--- src/sv/grouped_median_age_select_defines.svh ---
// assertion macros for the grouped median age selector
// no dependencies
`ifndef GROUPED_MEDIAN_AGE_SELECT_DEFINES_SVH
`define GROUPED_MEDIAN_AGE_SELECT_DEFINES_SVH
// implication checked at every clock while out of reset
`define GMAS_ASSERT_IMP(label, clk, rst_n, cond, prop) \
    label: assert property (@(posedge clk) disable iff (!rst_n) (cond) |-> (prop)) \
        else $error("check failed");
// next-cycle implication
`define GMAS_ASSERT_NEXT(label, clk, rst_n, cond, prop) \
    label: assert property (@(posedge clk) disable iff (!rst_n) (cond) |=> (prop)) \
        else $error("check failed");
`endif

--- src/sv/gmas_pkg.sv ---
// shared types and constants of the grouped median age selector
// no dependencies
package gmas_pkg;
    localparam int AGE_W   = 7;
    localparam int REC_W   = 9;
    localparam int GROUP_W = 3;
    localparam int NUM_GROUPS = 7;
    localparam logic [GROUP_W-1:0] GRP_ALL  = 3'd0;
    localparam logic [GROUP_W-1:0] GRP_LAST = 3'd6;

    typedef enum logic [1:0] {
        t_ST_LOAD,
        t_ST_SCAN,
        t_ST_EMIT
    } t_state;

    // one queue entry: a record and its end-of-set mark
    typedef struct packed {
        logic [REC_W-1:0] rec;
        logic             last;
    } t_qent;

    function automatic logic in_group(input logic [GROUP_W-1:0] g,
                                      input logic [REC_W-1:0] rec);
        logic male;
        logic emp;
        male = rec[7];
        emp  = rec[8];
        case (g)
            3'd0:    in_group = 1'b1;
            3'd1:    in_group = !male;
            3'd2:    in_group = male;
            3'd3:    in_group = !male && emp;
            3'd4:    in_group = !male && !emp;
            3'd5:    in_group = male && emp;
            default: in_group = male && !emp;
        endcase
    endfunction
endpackage

--- src/sv/gmas_front.sv ---
// front: accepts records into a two-entry queue
// depends on gmas_pkg
module gmas_front import gmas_pkg::*; (
    input  logic             i_clk,
    input  logic             i_rst_n,
    input  logic             i_valid,
    output logic             o_ready,
    input  logic [AGE_W-1:0] i_age,
    input  logic             i_is_male,
    input  logic             i_employed,
    input  logic             i_last_person,
    output logic             o_q_valid,
    output t_qent            o_q_data,
    input  logic             i_q_ready
);
    t_qent      r_q [2];
    logic [0:0] r_rd;
    logic [0:0] r_wr;
    logic [1:0] r_cnt;
    logic       w_push;
    logic       w_pop;

    assign o_ready   = (r_cnt != 2'd2);
    assign w_push    = i_valid && o_ready;
    assign o_q_valid = (r_cnt != 2'd0);
    assign w_pop     = o_q_valid && i_q_ready;
    assign o_q_data  = r_q[r_rd];

    always_ff @(posedge i_clk) begin
        if (w_push) begin
            r_q[r_wr].rec  <= {i_employed, i_is_male, i_age};
            r_q[r_wr].last <= i_last_person;
        end
    end

    always_ff @(posedge i_clk) begin
        if (!i_rst_n) begin
            r_rd  <= '0;
            r_wr  <= '0;
            r_cnt <= '0;
        end else begin
            if (w_push) r_wr <= r_wr + 1'b1;
            if (w_pop)  r_rd <= r_rd + 1'b1;
            r_cnt <= r_cnt + {1'b0, w_push} - {1'b0, w_pop};
        end
    end
endmodule

--- src/sv/gmas_back.sv ---
// back: stores records, counts group records at or below each age level by scanning, emits medians
// depends on gmas_pkg and the defines header
`include "grouped_median_age_select_defines.svh"
module gmas_back import gmas_pkg::*; #(
    parameter int MAX_PERSONS = 64
) (
    input  logic               i_clk,
    input  logic               i_rst_n,
    input  logic               i_q_valid,
    input  t_qent              i_q_data,
    output logic               o_q_ready,
    output logic               o_valid,
    input  logic               i_ready,
    output logic [GROUP_W-1:0] o_group,
    output logic [AGE_W-1:0]   o_median_age,
    output logic               o_last_result
);
    localparam int AW = (MAX_PERSONS > 1) ? $clog2(MAX_PERSONS) : 1;
    localparam int CW = $clog2(MAX_PERSONS + 1);

    logic [REC_W-1:0] r_mem [MAX_PERSONS];
    logic [REC_W-1:0] r_rdata;
    t_state           r_state, n_state;
    logic [CW-1:0]    r_count;
    logic [GROUP_W-1:0] r_group;
    logic [AGE_W-1:0] r_age;      // age level under test
    logic [CW-1:0]    r_idx;      // read address issued
    logic             r_rd_v;     // r_rdata valid for this pass
    logic [CW-1:0]    r_n;        // group size
    logic [CW-1:0]    r_le;       // group records with age <= r_age
    logic             r_first;    // first pass counts group size
    logic             r_found;
    logic [AGE_W-1:0] r_med;
    logic             r_out_v;

    logic w_pop, w_pass_end, w_hit;
    logic [CW-1:0] w_le_next;

    assign o_q_ready = (r_state == t_ST_LOAD) && !r_out_v;
    assign w_pop     = i_q_valid && o_q_ready;
    assign w_hit     = r_rd_v && in_group(r_group, r_rdata);
    assign w_pass_end = (r_idx == r_count) && !r_rd_v;
    assign w_le_next = r_le + {{(CW-1){1'b0}},
                       (w_hit && (r_rdata[AGE_W-1:0] <= r_age))};

    always_ff @(posedge i_clk) begin
        if (w_pop && (r_count != CW'(MAX_PERSONS)))
            r_mem[r_count[AW-1:0]] <= i_q_data.rec;
        r_rdata <= r_mem[r_idx[AW-1:0]];
    end

    always_comb begin
        n_state = r_state;
        unique case (r_state)
            t_ST_LOAD: if (w_pop && i_q_data.last) n_state = t_ST_SCAN;
            t_ST_SCAN: if (r_found || (w_pass_end && !r_first &&
                           (r_n == '0 || r_age == '1))) n_state = t_ST_EMIT;
            t_ST_EMIT: if (!r_out_v) n_state = (r_group == GRP_LAST) ? t_ST_LOAD : t_ST_SCAN;
            default:   n_state = t_ST_LOAD;
        endcase
    end

    always_ff @(posedge i_clk) begin
        if (!i_rst_n) begin
            r_state <= t_ST_LOAD;
            r_count <= '0;
            r_group <= GRP_ALL;
            r_idx   <= '0;
            r_rd_v  <= 1'b0;
            r_out_v <= 1'b0;
            r_first <= 1'b1;
            r_found <= 1'b0;
            r_age   <= '0;
            r_n     <= '0;
            r_le    <= '0;
            r_med   <= '0;
        end else begin
            r_state <= n_state;
            if (r_out_v && i_ready) r_out_v <= 1'b0;
            unique case (r_state)
                t_ST_LOAD: begin
                    if (w_pop && (r_count != CW'(MAX_PERSONS)))
                        r_count <= r_count + 1'b1;
                    r_group <= GRP_ALL;
                    r_idx <= '0; r_rd_v <= 1'b0; r_first <= 1'b1;
                    r_found <= 1'b0; r_age <= '0; r_n <= '0; r_le <= '0;
                end
                t_ST_SCAN: begin
                    // stream records once per pass; one age level per pass
                    if (r_idx != r_count) begin
                        r_idx  <= r_idx + 1'b1;
                        r_rd_v <= 1'b1;
                    end else begin
                        r_rd_v <= 1'b0;
                    end
                    if (r_first) begin
                        if (w_hit) r_n <= r_n + 1'b1;
                    end else begin
                        r_le <= w_le_next;
                    end
                    if (w_pass_end) begin
                        r_idx <= '0;
                        r_le  <= '0;
                        if (r_first) begin
                            r_first <= 1'b0;
                            r_med   <= '0;
                            if (r_n == '0) r_found <= 1'b1;
                        end else if (r_le > (r_n >> 1)) begin
                            r_found <= 1'b1;
                            r_med   <= r_age;
                        end else begin
                            r_age <= r_age + 1'b1;
                        end
                    end
                    if (n_state == t_ST_EMIT) r_out_v <= 1'b1;
                end
                t_ST_EMIT: begin
                    if (!r_out_v) begin
                        if (r_group == GRP_LAST) r_count <= '0;
                        r_group <= r_group + 1'b1;
                        r_idx <= '0; r_rd_v <= 1'b0; r_first <= 1'b1;
                        r_found <= 1'b0; r_age <= '0; r_n <= '0; r_le <= '0;
                    end
                end
                default: ;
            endcase
        end
    end

    assign o_valid       = r_out_v && (r_state == t_ST_EMIT);
    assign o_group       = r_group;
    assign o_median_age  = r_med;
    assign o_last_result = (r_group == GRP_LAST);

    `GMAS_ASSERT_IMP(a_cnt_range, i_clk, i_rst_n, 1'b1, r_count <= CW'(MAX_PERSONS))
    `GMAS_ASSERT_IMP(a_no_load_busy, i_clk, i_rst_n, r_state != t_ST_LOAD, !o_q_ready)
    `GMAS_ASSERT_NEXT(a_last_clears, i_clk, i_rst_n,
        o_valid && i_ready && o_last_result, r_count == '0 || r_state == t_ST_EMIT)
endmodule

--- src/sv/grouped_median_age_select.sv ---
// grouped median age selector: records load at one per cycle through a two-entry queue
// when not stalled; after the last record each group is scanned once for its size,
// then once per age level up to its median age; an empty group gets only the size scan
// the selection stalls record intake until the seventh median transfer
// synchronous active-low reset clears counts and control; memory is not cleared
// depends on gmas_pkg, gmas_front, gmas_back
module grouped_median_age_select import gmas_pkg::*; #(
    parameter int MAX_PERSONS = 64
) (
    input  logic               i_clk,
    input  logic               i_rst_n,
    input  logic               i_valid,
    output logic               o_ready,
    input  logic [AGE_W-1:0]   i_age,
    input  logic               i_is_male,
    input  logic               i_employed,
    input  logic               i_last_person,
    output logic               o_valid,
    input  logic               i_ready,
    output logic [GROUP_W-1:0] o_group,
    output logic [AGE_W-1:0]   o_median_age,
    output logic               o_last_result
);
    // queue between record intake and the selection engine
    logic  w_q_valid;
    t_qent w_q_data;
    logic  w_q_ready;

    gmas_front u_front (
        .i_clk, .i_rst_n, .i_valid, .o_ready, .i_age, .i_is_male,
        .i_employed, .i_last_person,
        .o_q_valid (w_q_valid), .o_q_data (w_q_data), .i_q_ready (w_q_ready)
    );

    // store, scan and output register
    gmas_back #(.MAX_PERSONS(MAX_PERSONS)) u_back (
        .i_clk, .i_rst_n,
        .i_q_valid (w_q_valid), .i_q_data (w_q_data), .o_q_ready (w_q_ready),
        .o_valid, .i_ready, .o_group, .o_median_age, .o_last_result
    );
endmodule
--- config.mk ---
export PLATFORM = sky130hd
export DESIGN_NAME = grouped_median_age_select
export DESIGN_NICKNAME = d
export VERILOG_FILES = /design/src/sv/gmas_pkg.sv /design/src/sv/gmas_front.sv /design/src/sv/gmas_back.sv /design/src/sv/grouped_median_age_select.sv
export VERILOG_INCLUDE_DIRS = /design/src /design/src/sv
export SDC_FILE = /design/constraint.sdc
export NUM_CORES = 1
export LEC_CHECK = 0
export BUFFER_PORTS_ARGS = -buffer_cell sky130_fd_sc_hd__buf_4
export CAP_MARGIN = 20
export CORE_ASPECT_RATIO = 2
export CORE_MARGIN = 2
export CORE_UTILIZATION = 30
export CTS_BUF_LIST = sky130_fd_sc_hd__clkbuf_4
export DETAILED_ROUTE_END_ITERATION = 12
export GPL_TIMING_DRIVEN = 0
export PLACE_DENSITY_LB_ADDON = 0.2
export SLEW_MARGIN = 40
export SYNTH_ARGS = -nofsm -noshare
export SYNTH_HDL_FRONTEND = slang
export SYNTH_HIERARCHICAL = 1
export SYNTH_SLANG_ARGS = --single-unit
--- constraint.sdc ---
create_clock -name i_clk -period 3.4 [get_ports i_clk]
set_clock_uncertainty 0.15 [all_clocks]
set_input_delay 0.17 -clock i_clk [delete_from_list [all_inputs] [get_ports i_clk]]
set_output_delay 0.17 -clock i_clk [all_outputs]
set_load 0.005 [all_outputs]
## After elaboration in Yosys (flattened, before gate mapping)

Memory sizes are Yosys's and may differ from the RTL's. A register that Yosys moved wholly into a read port is not among the register bits.
Cells that the tools add are included.

- Mux-type cells: 48
- Add/subtract/negate cells: 10
- Reduce and logical (&&, ||, !) cells: 40
- Order comparisons: 2
- Equal/unequal tests: 26

Operators with widths:

| cell | number |
|---|---|
| $mux 7 | 15 |
| $pmux 7 s3 | 4 |
| $add 7x1->7 const B | 4 |
| $mux 1 | 18 |
| $logic_and 1x1->1 | 16 |
| $pmux 7 s2 | 1 |
| $ne 2x2->1 const B | 6 |
| $reduce_and 3->1 | 4 |
| $reduce_and 5->1 | 2 |
| $eq 3x3->1 const B | 3 |
| $pmux 1 s3 | 3 |
| $reduce_and 4->1 | 2 |
| $add 7x1->7 | 1 |
| $eq 7x7->1 | 1 |
| $eq 7x7->1 const B | 1 |
| $gt 7x6->1 | 1 |
| $le 7x7->1 | 1 |
| $logic_not 7->1 | 1 |
| $ne 7x7->1 | 1 |
| $ne 7x7->1 const B | 1 |
| $eq 3x2->1 const B | 2 |
| $mux 2 | 3 |
| $ne 2x1->1 const B | 3 |
| $ne 3x1->1 const B | 2 |
| 19 further kinds | 30 |

- Memories kept: 2
- Memory bits (writable): 596
- Input bits: 14
- Bits in registers: 55

Memory list:

| name | words | width | read ports | clocked after Yosys merged registers in | write ports | RTL line | text |
|---|---|---|---|---|---|---|---|
| u_back.r_mem | 64 | 9 | 1 | 1 | 1 | gmas_back.sv:21 | `logic [REC_W-1:0] r_mem [MAX_PERSONS];` |
| u_front.r_q | 2 | 10 | 1 | 1 | 1 | gmas_front.sv:16 | `t_qent r_q [2];` |

## Longest topological paths before layout

Gate-level depths: netlist of run 1.

- Depth after elaboration: 10
- Gate-level depth with buffers: 14

## Modules after synthesis

Netlist of run 1, hierarchy kept.

Modules (own cells, without submodules):

| module | sequential area each (µm²) | cells an instance | instances | area each (µm²) |
|---|---|---|---|---|
| gmas_back | 18,497.7 | 1,409 | 1 | 25,466.9 |
| gmas_front | 700.7 | 60 | 1 | 988.4 |

## Worst setup path before layout of run 1

Ideal clock, no wire load.

- Path kind: reg-to-reg
- Start: register u_back.r_state[1]
- End: memory u_back.r_mem[62][0] (enable)
- Path buffers: 1
- Arrival: 2.055 ns
- Cell stages (with the launch flop): 7
- Setup slack: 0.821 ns
- Cell sequence: dfxtp_1 clkbuf_1 nor3_1 o311ai_1 nor2_1 nand3_1 nor2_1

- Word-level cells in the longest chain between the ends: 6

RTL lines:

| what | RTL line | text |
|---|---|---|
| from (decl) | gmas_back.sv:23 | `t_state r_state, n_state;` |
| from (signal assigned) | gmas_back.sv:65 | `r_state <= t_ST_LOAD;` |
| from (signal assigned) | gmas_back.sv:78 | `r_state <= n_state;` |
| $logic_not 2->1 | gmas_back.sv:39 | `assign o_q_ready = (r_state == t_ST_LOAD) && !r_out_v;` |
| $logic_and 1x1->1 | gmas_back.sv:39 |  |
| named net w_q_ready | grouped_median_age_select.sv:27 | `logic w_q_ready;` |
| $logic_and 1x1->1 | gmas_back.sv:40 | `assign w_pop = i_q_valid && o_q_ready;` |
| $logic_and 1x1->1 | gmas_back.sv:47 | `if (w_pop && (r_count != CW'(MAX_PERSONS)))` |
| $mux 1 | gmas_back.sv:47 |  |
| $mux 1 (implied by the code) | gmas_back.sv:48 | `r_mem[r_count[AW-1:0]] <= i_q_data.rec;` |
| to (decl) | gmas_back.sv:21 |  |

The timed path passes the listed nets, and every way through them passes these cells.

## Final worst setup path of run 1

- Start: register u_back.r_count[5]
- End: memory u_back.r_mem[18][0] (enable)

- Word-level cells in the longest chain between the ends: 4

RTL lines:

| what | RTL line | text |
|---|---|---|
| from (decl) | gmas_back.sv:24 | `logic [CW-1:0] r_count;` |
| from (signal assigned) | gmas_back.sv:83 | `r_count <= r_count + 1'b1;` |
| $ne 7x7->1 | gmas_back.sv:47 |  |
| $logic_and 1x1->1 | gmas_back.sv:47 |  |
| $mux 1 | gmas_back.sv:47 |  |
| $mux 1 (implied by the code) | gmas_back.sv:48 |  |

Several ways; a longest one is shown, not always the timed one.

==> metrics.md, run 1 <==
| Metric | Value |
|---|---|
| Status | finished with violations |
| Failing checks | negative setup slack |
| Synthesized area | 26460 um^2 |
| CTS tree | yes |
| Die area | 90720 um^2 |
| Worst vdd ir | 0.5038 mV |
| First-pass GRT wire length | 105000 um |
| Post-synth top area cell | edfxtp_1 |
| Critical Path Source Type | register |
| Core Rows | 154 |
| Fin Setup TNS | -3.736 ns |
| Hold path depth | 3 |
| Largest net degree at the start of global routing | 65 |
| Die height | 424.0 um |
| Yosys warns | 6 |
| Final design utilization | 0.3539 |
| Total wire length | 73280 um |
| Setup WS post-layout | -0.08814 ns |
| CTS Sinks | 661 |
| Async SR Flop Fraction | 0 |
| Post-route minimum period | 3.488 ns |
| Postcts setup bufs | 0 |
| DRT antenna net count | 0 |
| Initial antenna violation count | 3 |
| Post-DP HPWL | 47040 um |
| GRT Total Usage | 0.1625 |
| # IOs | 27 |
| Final worst path period share | 1.026 |
| Sequential share of the synthesized area | 0.7257 |
| P_leak | 9.603 nW |
| Synth unique cells | 74 |
| Most common cell in the netlist | edfxtp_1 |
| Starting Density | 0.3018 |
| Slew Viols, Final | 0 |
| Net Count, Synth | 1509 |
| Routability cong. | 0.8169 |
| Root Buffer | clkbuf_4 |
| RSZ-0062 raised after global routing | yes |
| Pwr per Cell Area | 603.4 nW/um^2 |
| Clock slew at reported path FFs | 0.07 ns |
| Worst r2r src | u_back/r_count[5]$_SDFFE_PN0P_ |
| Core Region | 87670 um^2 |
| CP max FO | 10 |
| Hold Violations, Final | 0 |
| FF+latch count, synth | 661 |
| CP Capture Type | register |
| Final nets | 1729 |
| Worst setup path category | register to register |
| DR DRC count | 0 |
| Syn Area/Cell | 18.01 um^2 |
| CTS H-tree lvls | 4 |
| Wire length per cell | 24.55 um |
| Die Span X | 214.0 um |
| Vias in the first global route | 15076 |
| CTS Buf Count | 163 |
| Post-DP Area | 28380 um^2 |
| Primary FF master, synth | edfxtp_1 |
| Hold path endpoint | u_front/r_q[1][1]$_DFFE_PP_ |
| Total grt overflow | 0 |
| Number of synthesized flops with an enable pin | 596 |
| Slew headroom | 0.3934 |
| HP Class | primary input to register |
| Slew @ Worst Pin | 0.9045 ns |
| Layout fillers | 8363 |
| Final setup fails | 108 |
| DR pass1 iterations | 6 |
| Vias | 14638 |
| Fin area | 31030 um^2 |
| Drt via density | 4.904 |
| Layout area overhead | 17.29% |
| CP Data Required Time | 3.86 ns |
| Reg2reg path depth | 6 |
| Max-cap violations | 0 |
| Fraction of layout cells with a size suffix above 1 | 0.3072 |
| # port buffers | 26 |
| Reg-to-Reg End | u_back/r_mem[18][0]$_DFFE_PP_ |
| Post-synth top area share | 0.6765 |
| Gate Count Post-Synth | 1469 |
| Min-delay src | i_valid |
| Top cells by area in the synthesized netlist | edfxtp_1 (68%), mux4_2 (11%), dfxtp_1 (4.9%), mux2i_1 (1.6%), nor2_1 (1.4%) |
| CTS max path bufs | 3 |
| FF-to-FF setup slack | -0.09 ns |
| Clock Latency Late Sink | 1.01 ns |
| Synth cell count leaders | edfxtp_1 (596), mux4_2 (130), nor2_1 (101) |
| Arrival time worst endpoint | 3.95 ns |
| DRT iter0 DRCs | 1252 |
| Top achievable clock speed | 286.7 MHz |
-- kinds of logic (layout without fill, tap and decap cells) --
kind of cell,count (synthesis),after routing,synth area share
compound gates,174,174,0.04715
fa+ha+maj,26,26,0.01230
other cells,0,5,0
xor+xnor,30,30,0.009932
buf+inv,101,442,0.01684
mux,185,185,0.1321
flops,661,661,0.7257
simple gates,292,292,0.05600
-- how the worst max path moves through the flow --
stage,depth (start not counted),slack (ns),from,end
floorplan,6,0.82,u_back/r_state[1]$_SDFF_PN0_,u_back/r_mem[62][0]$_DFFE_PP_
finish,6,-0.09,u_back/r_count[5]$_SDFFE_PN0P_,u_back/r_mem[18][0]$_DFFE_PP_
global route,6,-0.19,u_back/r_count[5]$_SDFFE_PN0P_,u_back/r_mem[26][2]$_DFFE_PP_
global placement,6,-0.73,u_back/r_state[1]$_SDFF_PN0_,u_back/r_mem[63][2]$_DFFE_PP_
detailed placement,7,-0.33,u_back/r_count[5]$_SDFFE_PN0P_,u_back/r_mem[6][1]$_DFFE_PP_
CTS,8,0.002,u_back/r_idx[1]$_SDFFE_PN0P_,u_back/r_rdata[0]$_DFF_P_
-- repair_timing --
action / in CTS / in global routing
gates cloned: 0 / 0
endpoints found under the hold margin: 95 / 0
setup endpoints to repair: 585 / 273
gates resized for setup: 61 / 16
hold buffers: 27 / 0
-- stage by stage --
stage          power [mW]  hold WS (ns)  setup slack [ns]  instances
6_report            18.72        0.2358          -0.08814       2985
5_1_grt             19.57        0.1177           -0.1914       2984
3_3_place_gp        12.20        0.2059           -0.7296       2665
2_1_floorplan       11.22        0.1189            0.8210       1469
3_5_place_dp        12.31        0.2081           -0.3305       2668
4_1_cts             18.99        0.1107          0.002471       2980
-- metal layers --
layer	vias up	global-route usage	share of wire
li1	6475	-	-
met1	7567	0.2071	0.43
met5	-	0	0
met4	0	0.06399	0.031
met3	119	0.03842	0.051
met2	477	0.2670	0.49
-- placed cells by master (no fill, tap or decap), types with 14 or more instances in the layout --
cell type,netlist,routed
clkinv_1,0,41
nand3_1,25,22
a211oi_1,38,38
xnor2_1,15,15
nand2_1,50,44
xor2_1,15,15
a21oi_1,26,26
mux4_2,130,130
edfxtp_1,596,596
clkbuf_1,36,25
clkbuf_4,0,234
dlygate4sd3_1,0,27
and2_1,24,24
nor2b_1,14,14
buf_2,26,22
nor2_4,0,53
inv_1,27,27
mux2i_1,42,42
a22oi_1,19,19
dfxtp_1,65,65
ha_1,26,26
buf_4,5,38
nor2_1,101,37
-- layout make-up --
cell class	instances	area, um^2	share of cell area
Antenna cell	5	12.51	0.0004032
Buffer	73	377.9	0.01218
Clock buffer	232	1742	0.05613
Clock inverter	54	299.0	0.009637
Inverter	27	101.3	0.003266
Multi-Input combinational cell	707	7322	0.2360
Sequential cell	661	19200	0.6187
Tap cell	1170	1464	0.04718
Timing Repair Buffer	56	513.0	0.01653
-- sequential cells by signal (all words and copies together), names as in the netlist, 3 cells and up, named ones only --
name / flops
u_back/r_mem: 576
u_front/r_q: 20
u_back/r_rdata: 9
u_back/o_median_age: 7
u_back/r_age: 7
u_back/r_count: 7
u_back/r_idx: 7
u_back/r_le: 7
u_back/r_n: 7
u_back/o_group: 3
-- where the power goes --
group          leakage (nW)  switching, mW  internal [mW]
logic                  2.51           1.74          0.703
clock network          1.20           3.16           3.37
registers              5.89          0.117           9.64
total                  9.60           5.02           13.7
-- worst max-delay path, cell delays in order (launching register included) --
cell and delay (ns):
dfxtp_1 0.30, buf_2 0.32, or3_2 0.47, o311ai_1 0.23, nor2_1 0.45, nand2_2 0.51
nor2_2 0.66
No activity file was read; power rests on OpenSTA's default activity.
==> run 2: changes to the inputs <==
- HOLD_SLACK_MARGIN: default -> 0.1
- RECOVER_POWER: default -> 100
==> metrics.md, run 2 (synthesized netlist as in run 1, its figures left out) <==
| Metric | Value |
|---|---|
| Fraction of layout cells with a size suffix above 1 | 0.2983 |
| Final nets | 1729 |
| Worst vdd ir | 0.4996 mV |
| Clock Latency Late Sink | 1.01 ns |
| Layout area overhead | 16.88% |
| Vias | 14673 |
| Die Span X | 214.0 um |
| Post-DP HPWL | 47040 um |
| Root Buffer | clkbuf_4 |
| DRT antenna net count | 0 |
| Die height | 424.0 um |
| Slew Viols, Final | 0 |
| Post-route minimum period | 3.482 ns |
| Critical Path Source Type | register |
| Worst setup path category | register to register |
| CTS H-tree lvls | 4 |
| Core Region | 87670 um^2 |
| HP Class | primary input to register |
| Die area | 90720 um^2 |
| DRT iter0 DRCs | 1173 |
| Slew headroom | 0.02338 |
| Overall power | 18.66 mW |
| CP Data Required Time | 3.87 ns |
| Total wire length | 73340 um |
| # IOs | 27 |
| Commonest non-fill, non-tap cell in the layout | edfxtp_1 |
| Final design utilization | 0.3527 |
| CTS max path bufs | 3 |
| Starting Density | 0.3018 |
| Arrival time worst endpoint | 3.95 ns |
| Layout Cells excl Fill | 2984 |
| Slew @ Worst Pin | 1.465 ns |
| CTS Buf Count | 163 |
| Final worst path period share | 1.024 |
| Commonest non-fill, non-tap cells in the layout | edfxtp_1 (596), clkbuf_4 (247), mux4_2 (130) |
| Total grt overflow | 0 |
| P_leak | 9.513 nW |
| GRT Total Usage | 0.1625 |
| First-pass GRT wire length | 105000 um |
| DR pass1 iterations | 5 |
| Max reg flops | 576 |
| Max-cap violations | 0 |
| Clock slew at reported path FFs | 0.07 ns |
| Vias in the first global route | 15076 |
| Pwr per Cell Area | 603.6 nW/um^2 |
| Core Rows | 154 |
| Hold Violations, Final | 0 |
| RSZ-0062 raised after global routing | yes |
| Hold_ws | 0.2380 ns |
| DR DRC count | 0 |
| Setup WS post-layout | -0.08176 ns |
| CP max FO | 10 |
| Wire length per cell | 24.58 um |
| Drt via density | 4.917 |
| CP Capture Type | register |
| CTS tree | yes |
| CTS Sinks | 661 |
| Status | finished with violations |
| Final setup fails | 96 |
| # port buffers | 26 |
| Initial antenna violation count | 3 |
| Failing checks | negative setup slack |
| Placement Setup Slack | -0.3305 ns |
| Routability cong. | 0.8169 |
| Largest net degree at the start of global routing | 65 |
| Top achievable clock speed | 287.2 MHz |
| Dpl cells | 2668 |
[run 2: cell count changes in the layout (fill, tap and decap cells not counted), sizes merged]
cell    change
buf        -23
diode       -1
clkbuf     +23
[run 2: through the flow]
stage | TNS [ns] | instance area (um^2)
after CTS | 0 | 30960
final | -3.958 | 30920
after global routing | -17.23 | 30920
after floorplan | 0 | 26460
after global placement | -318.23 | 28110
after detailed placement | -98.28 | 28380
[run 2: final timing paths]
path / startpoint / end / slack (ns) / depth (start not counted)
min: i_rst_n / u_back/r_rd_v$_SDFFE_PN0P_ / 0.24 / 4
min reg2reg: u_back/o_median_age[3]$_SDFFE_PN0P_ / u_back/o_median_age[3]$_SDFFE_PN0P_ / 0.31 / 2
max reg2reg: u_back/r_count[5]$_SDFFE_PN0P_ / u_back/r_mem[18][0]$_DFFE_PP_ / -0.08 / 6
max: u_back/r_count[5]$_SDFFE_PN0P_ / u_back/r_mem[18][0]$_DFFE_PP_ / -0.08 / 6
[run 2: final cells by class]
type,count,area (um^2)
inverter,27,101.3
buffer,73,375.4
fill,8378,56750
timing repair buffer,56,452.9
multi-input combinational,707,7278
sequential,661,19200
antenna,4,10.01
clock inverter,54,299.0
tap,1170,1464
clock buffer,232,1742
[run 2: layer usage]
layer	global-route usage	routed length (um)
met5	0	0
met4	0.06399	2373
met3	0.03842	3823
met2	0.2670	35960
met1	0.2071	31180
[run 2: worst max-delay path, cell delays in order, from the launching register on]
cell,delay [ns]
dfxtp_1,0.30
buf_2,0.32
or3_2,0.47
o311ai_1,0.22
nor2_1,0.46
nand2_2,0.51
nor2_2,0.67
[run 2: repair_timing]
item                                   in CTS  in global routing
hold buffers                               27                  0
endpoints found under the hold margin      96                  0
setup endpoints to repair                 585                273
gates resized for setup                    61                 16
buffers inserted                            0                  0
[run 2: where the power goes]
group | switching (mW) | internal, mW | leakage (nW)
logic | 1.72 | 0.638 | 2.42
registers | 0.115 | 9.66 | 5.89
clock network | 3.17 | 3.37 | 1.20
total | 5.00 | 13.7 | 9.51
